==> config.mk <==
export PLATFORM = sky130hd
export DESIGN_NAME = jsp_alu
export DESIGN_NICKNAME = d
export VERILOG_FILES = /design/src/rtl/jagged_segment_permute_defines.svh /design/src/rtl/jsp_pkg.sv /design/src/rtl/jsp_alu.sv
export SDC_FILE = /design/constraint.sdc
export NUM_CORES = 1
export LEC_CHECK = 0
export BUFFER_PORTS_ARGS = -buffer_cell sky130_fd_sc_hd__buf_2
export CAP_MARGIN = 20
export CORE_AREA = 2 2 39 41
export DETAILED_ROUTE_END_ITERATION = 7
export DIE_AREA = 0 0 41 43
export PLACE_DENSITY = 0.85
export SLEW_MARGIN = 20
export SYNTH_ARGS = -nofsm -noshare
export SYNTH_HDL_FRONTEND = slang
export SYNTH_SLANG_ARGS = --single-unit
==> constraint.sdc <==
create_clock -name vclk -period 2.4
set_clock_uncertainty 0.05 [all_clocks]
set_input_delay 0.36 -clock vclk [all_inputs]
set_output_delay 0.36 -clock vclk [all_outputs]
set_load 0.01 [all_outputs]
==> src/rtl/jagged_segment_permute_defines.svh <==
// Assertion macros for the segment permute block.
// Included by the RTL files that carry concurrent checks; no other dependencies.
`ifndef JAGGED_SEGMENT_PERMUTE_DEFINES_SVH
`define JAGGED_SEGMENT_PERMUTE_DEFINES_SVH
`ifndef SYNTHESIS
`define JSP_ASSERT(label, clk, rstn, prop, msg) \
    label: assert property (@(posedge clk) disable iff (!rstn) prop) else $error(msg);
`define JSP_ASSERT_NR(label, clk, prop, msg) \
    label: assert property (@(posedge clk) prop) else $error(msg);
`else
`define JSP_ASSERT(label, clk, rstn, prop, msg)
`define JSP_ASSERT_NR(label, clk, prop, msg)
`endif
`endif

==> src/rtl/jsp_pkg.sv <==
// Shared constants, types and codes for the segment permute block.
// No dependencies; imported by every module of the block.
package jsp_pkg;

    localparam int MAX_SEGMENTS    = 1024;
    localparam int MAX_VALUES      = 4096;
    localparam int MAX_SEG_ROWS    = 64;
    localparam int MAX_WEIGHT_COLS = 4;

    localparam int SEG_AW    = $clog2(MAX_SEGMENTS);
    localparam int SEG_CNT_W = SEG_AW + 1;
    localparam int ROW_AW    = $clog2(MAX_VALUES);
    localparam int VAL_CNT_W = ROW_AW + 1;
    localparam int OFF_W     = ROW_AW + 1;

    localparam int OP_W   = 2;
    localparam int LEN_W  = 7;
    localparam int POS_W  = 12;
    localparam int SEL_W  = 10;
    localparam int WORD_W = 64;
    localparam int WCOL_W = 3;
    localparam int CFG_W  = 32;
    localparam int ADDR_W = 3;

    // input tdata layout
    localparam int IN_LEN_LSB = 0;
    localparam int IN_IDX_LSB = IN_LEN_LSB + LEN_W;
    localparam int IN_WA_LSB  = IN_IDX_LSB + WORD_W;
    localparam int IN_SEL_LSB = IN_WA_LSB + MAX_WEIGHT_COLS * WORD_W;
    localparam int IN_BITS    = IN_SEL_LSB + SEL_W;
    localparam int S_TDATA_W  = ((IN_BITS + 7) / 8) * 8;
    localparam int S_TUSER_W  = OP_W;

    // output tdata layout
    localparam int OUT_BITS  = LEN_W + POS_W + WORD_W + MAX_WEIGHT_COLS * WORD_W;
    localparam int M_TDATA_W = ((OUT_BITS + 7) / 8) * 8;
    localparam int M_TUSER_W = 2;
    localparam int HAS_ROW_BIT = 0;
    localparam int ERROR_BIT   = 1;

    localparam logic REG_WCOLS = 1'b0;

    typedef enum logic [OP_W-1:0] {
        OP_CLEAR    = 2'd0,
        OP_LOAD_LEN = 2'd1,
        OP_LOAD_ROW = 2'd2,
        OP_SELECT   = 2'd3
    } op_t;

    typedef enum logic [1:0] {
        ST_IDLE,
        ST_SEG_CHK,
        ST_ROW_RD,
        ST_ROW_LD
    } state_t;

    typedef struct packed {
        logic [ROW_AW-1:0] start;
        logic [LEN_W-1:0]  len;
    } seg_entry_t;

    typedef struct packed {
        logic [MAX_WEIGHT_COLS-1:0][WORD_W-1:0] weight;
        logic [WORD_W-1:0]                      index;
    } row_data_t;

    typedef struct packed {
        logic [OFF_W-1:0] sum;
        logic             over;
    } alu_res_t;

endpackage

==> src/rtl/jsp_alu.sv <==
// Shared offset adder with store-limit compare, time-shared by the sequencer.
// Depends on jsp_pkg.
module jsp_alu (
    input  logic [jsp_pkg::OFF_W-1:0] a,
    input  logic [jsp_pkg::LEN_W-1:0] b,
    output jsp_pkg::alu_res_t         res
);
    import jsp_pkg::*;

    assign res.sum  = a + OFF_W'(b);
    assign res.over = res.sum > OFF_W'(MAX_VALUES);

endmodule

* Word level (Yosys, flattened, before mapping)
Index checks and enable logic that the tools add are counted.
** Storage, ports and cells
- Word-level logic and storage cells :: 2
- Flip-flop bits (word level) :: 0
- RAM bits :: 0
- Memory bits (read-only) :: 0
- Memories kept :: 0
- Bits in latches :: 0
- Output and inout bits :: 14
** Cells by class
- Shift operators :: 0
- Div/mod/pow operators :: 0
- Order comparisons :: 1
- Reduce and logical (&&, ||, !) cells :: 0
- Mux-type cells :: 0
- Multiply operators :: 0
- $add $sub $neg :: 1
- Bitwise operators :: 0
- Equal/unequal tests :: 0
** Operator list (count)
- $add A13 B7 Y13 :: 1
- $gt A13 B13 Y1 const B :: 1

* Logic depth before layout (Yosys ltp)
- Depth in word-level cells :: 2
- Gate-level depth with buffers :: 7

* Worst setup path before layout
OpenSTA, ideal clock, no wires.
- Path type :: input port to output port
- Start point :: input a[0] in the netlist's numbering
- End point :: output res[0] in the netlist's numbering
- Slack :: -0.108 ns
- Cell stages on the path :: 7
- Arrival :: 2.098 ns
- Cells stage by stage :: ha_1 -> fa_1 -> a211oi_2 -> nor2_1 -> xor2_1 -> nor4_1 -> a41oi_1
** RTL lines
- start: declaration :: RTL line jsp_alu.sv:4 : input logic [jsp_pkg::OFF_W-1:0] a,
- end: declaration :: RTL line jsp_alu.sv:6 : output jsp_pkg::alu_res_t res

==> flow_summary_export.csv <==
group,metric,value,unit
die,std_cell_rows,14,
final_layout,final_cell_mix,"32 x buf_2, 10 x buf_4, 6 x xor2_1, 6 x nor2_1, 5 x o211ai_1",
synth,synth-simple-area-share,27.0,%
synth,yosysWarnings,0,
die,die_h,43,um
hold_path,min_from,"a[8]",
synth,synth_mux_area_share,0,%
timing,final-setup-viol-count,3,
drt,drtPass1Iterations,4,
critical_path,cp-end-kind,"output port",
synth,synth.avg_cell_area,7.72,um2
timing,layout_setup_ws,-202,ps
drt,drc,0,
hold_path,hold_end,"res[9]",
synth,synth_top_family_by_area,"compound AO/OA/AOI/OAI gates",
grt,grt_overflow,0,
critical_path,path_buf_inv,2,
drt,wirelength,1660,um
synth,ys_types,30,
final_layout,n_antenna_cell,0,
synth,synth_xor_area_share,15.5,%
placed_design,port_buffers,34,
power_and_ir_drop,power_density,289,mW/mm2
power_and_ir_drop,p_leak,0.400,nW
synth,synthesis.nets,94,
die,start_util,36.8,%
critical_path,worstPathCellList,"buf_8, ha_4, fa_2, a211oi_4, o21bai_1, a211o_1, a22oi_2, a41oi_1, buf_2",
critical_path,critical-path-top-delay-family,"compound AO/OA/AOI/OAI gates",
synth,synth_cells,66,
critical_path,worstPathArrival,2190,ps
grt,grt.total_usage,17.8,%
critical_path,worstPathMaxFanout,4,
timing,max_slew_margin,75.5,%
critical_path,slowest_delay,380,ps
final_layout,drive_above_1_share,54.1,%
flow_run,cap_violations,0,
timing,rsz0062_at_grt,"true",
grt,grt_pass1_vias,615,
clock_tree,hold_buffers,0,
die,fp.coreArea,0.00138,mm2
placed_design,gp_congestion,0.762,
timing,tightest_slew,366,ps
grt,antenna_found_initial,0,
timing,hold_viol,0,
drt,ant_nets,0,
timing,timing.fmax,384,MHz
die,die_area,0.00176,mm2
final_layout,nFillCells,120,
drt,drt_iter0_drc,24,
power_and_ir_drop,ir_drop,0.000201,V
placed_design,pre_cts_ws,-320,ps
grt,grt_max_degree,9,
final_layout,area_delta_synth_final,76.9,%
critical_path,cp.depth,9,
drt,routed_via_density,5.66,
placed_design,place.detailed.hpwl,1200,um
grt,grt_pass1_wl,2370,um
synth,synth-seq-area-share,0,%
timing,slew_viol_final,0,
hold_path,min_delay_path_depth,3,
drt,vias,719,
critical_path,cp_slowest_cell,"fa_2",
outcome,status,"finished with violations",
timing,fin_crit_sh,108,%
die,die_w,41,um
critical_path,path_class,"input port to output port",
final_layout,final_nets,141,
critical_path,setup.worst_path.start_class,"input port",
critical_path,required,1990,ps
final_layout,multi_input_area,593,um2
final_layout,nFlopsAndLatches,0,
die,ios,34,
timing,holdWs,969,ps
final_layout,register_area,0,um2
hold_path,hp-class,"input port to output port",
drt,wire_per_inst,13.1,um
final_layout,final_common_cell,"buf_2",
synth,synth_compound_area_share,34.9,%
synth,synth_area,509,um2
timing,finalCriticalPeriod,2600,ps
final_layout,nClkBuffers,0,
outcome,violations,"negative setup slack",
synth,synthAdderAreaFrac,21.1,%
worst min-delay path, cell delays in order:
cell and delay [ps]:
buf_2 110, xnor2_1 60, buf_2 130
cell usage after synthesis, types with 2 or more instances:
| cell | instances | share of area (%) |
|---|---|---|
| o211ai_1 | 5 | 7.4 |
| nor2_1 | 6 | 4.4 |
| and2_1 | 3 | 3.7 |
| ha_1 | 7 | 17 |
| nand2_1 | 3 | 2.2 |
| o21ai_2 | 2 | 3.4 |
| xor2_1 | 6 | 10 |
| nand3_1 | 4 | 3.9 |
| nand4_1 | 4 | 4.9 |
| a311o_1 | 3 | 5.9 |
| a21oi_1 | 2 | 2.0 |
| xnor2_1 | 3 | 5.2 |
per-layer routing:
metal / GRT usage (%) / vias up / share of wire (%)
li1: - / 352 / -
met1: 24.7 / 336 / 41
met2: 30.3 / 31 / 53
met3: 0.524 / 0 / 5.8
met4: 1.33 / 0 / 0
met5: 0 / - / 0
layout make-up:
type,count,share of cell area (%)
inverter,1,0.417
timing repair buffer,46,31.5
multi-input combinational,64,65.8
tap,16,2.22
metrics by stage:
stage	cells	TNS [ps]	power, W	instance area (um2)	utilization [%]
floorplan	66	0	0.000126	512	-
global placement	124	-548	0.000213	766	55.3
detailed placement	124	-722	0.000217	766	55.3
CTS	127	-275	0.000234	830	59.9
global route	127	-433	0.000281	901	65.1
finish	127	-239	0.000260	901	65.1
worst max-delay path by stage:
stage | startpoint | endpoint | slack, ps
5_1_grt | b[0] | res[0] | -240
3_5_place_dp | a[0] | res[0] | -320
4_1_cts | b[0] | res[0] | -200
3_3_place_gp | a[0] | res[0] | -300
2_1_floorplan | a[0] | res[0] | 3
6_report | b[0] | res[0] | -200
report_power, final:
part	total, W	leakage [nW]	switching (W)	internal, W
sequential	0	0	0	0
combinational	0.000260	0.400	0.000132	0.000128
clock	0	0	0	0
timing repair:
action | in CTS | in global routing
endpoints found under the setup margin | 5 | 7
resized for setup | 7 | 9
pin swaps | 11 | 6
setup buffers | 4 | 0
cells by family after synthesis:
kind of cell,Yosys count
and+or+nand+nor,26
AOI/OAI and AO/OA,21
xor gates and xnor gates,9
adders and majority gates,8
buffers and inverters,2
Note: power is estimated with default switching activity, not from simulation.
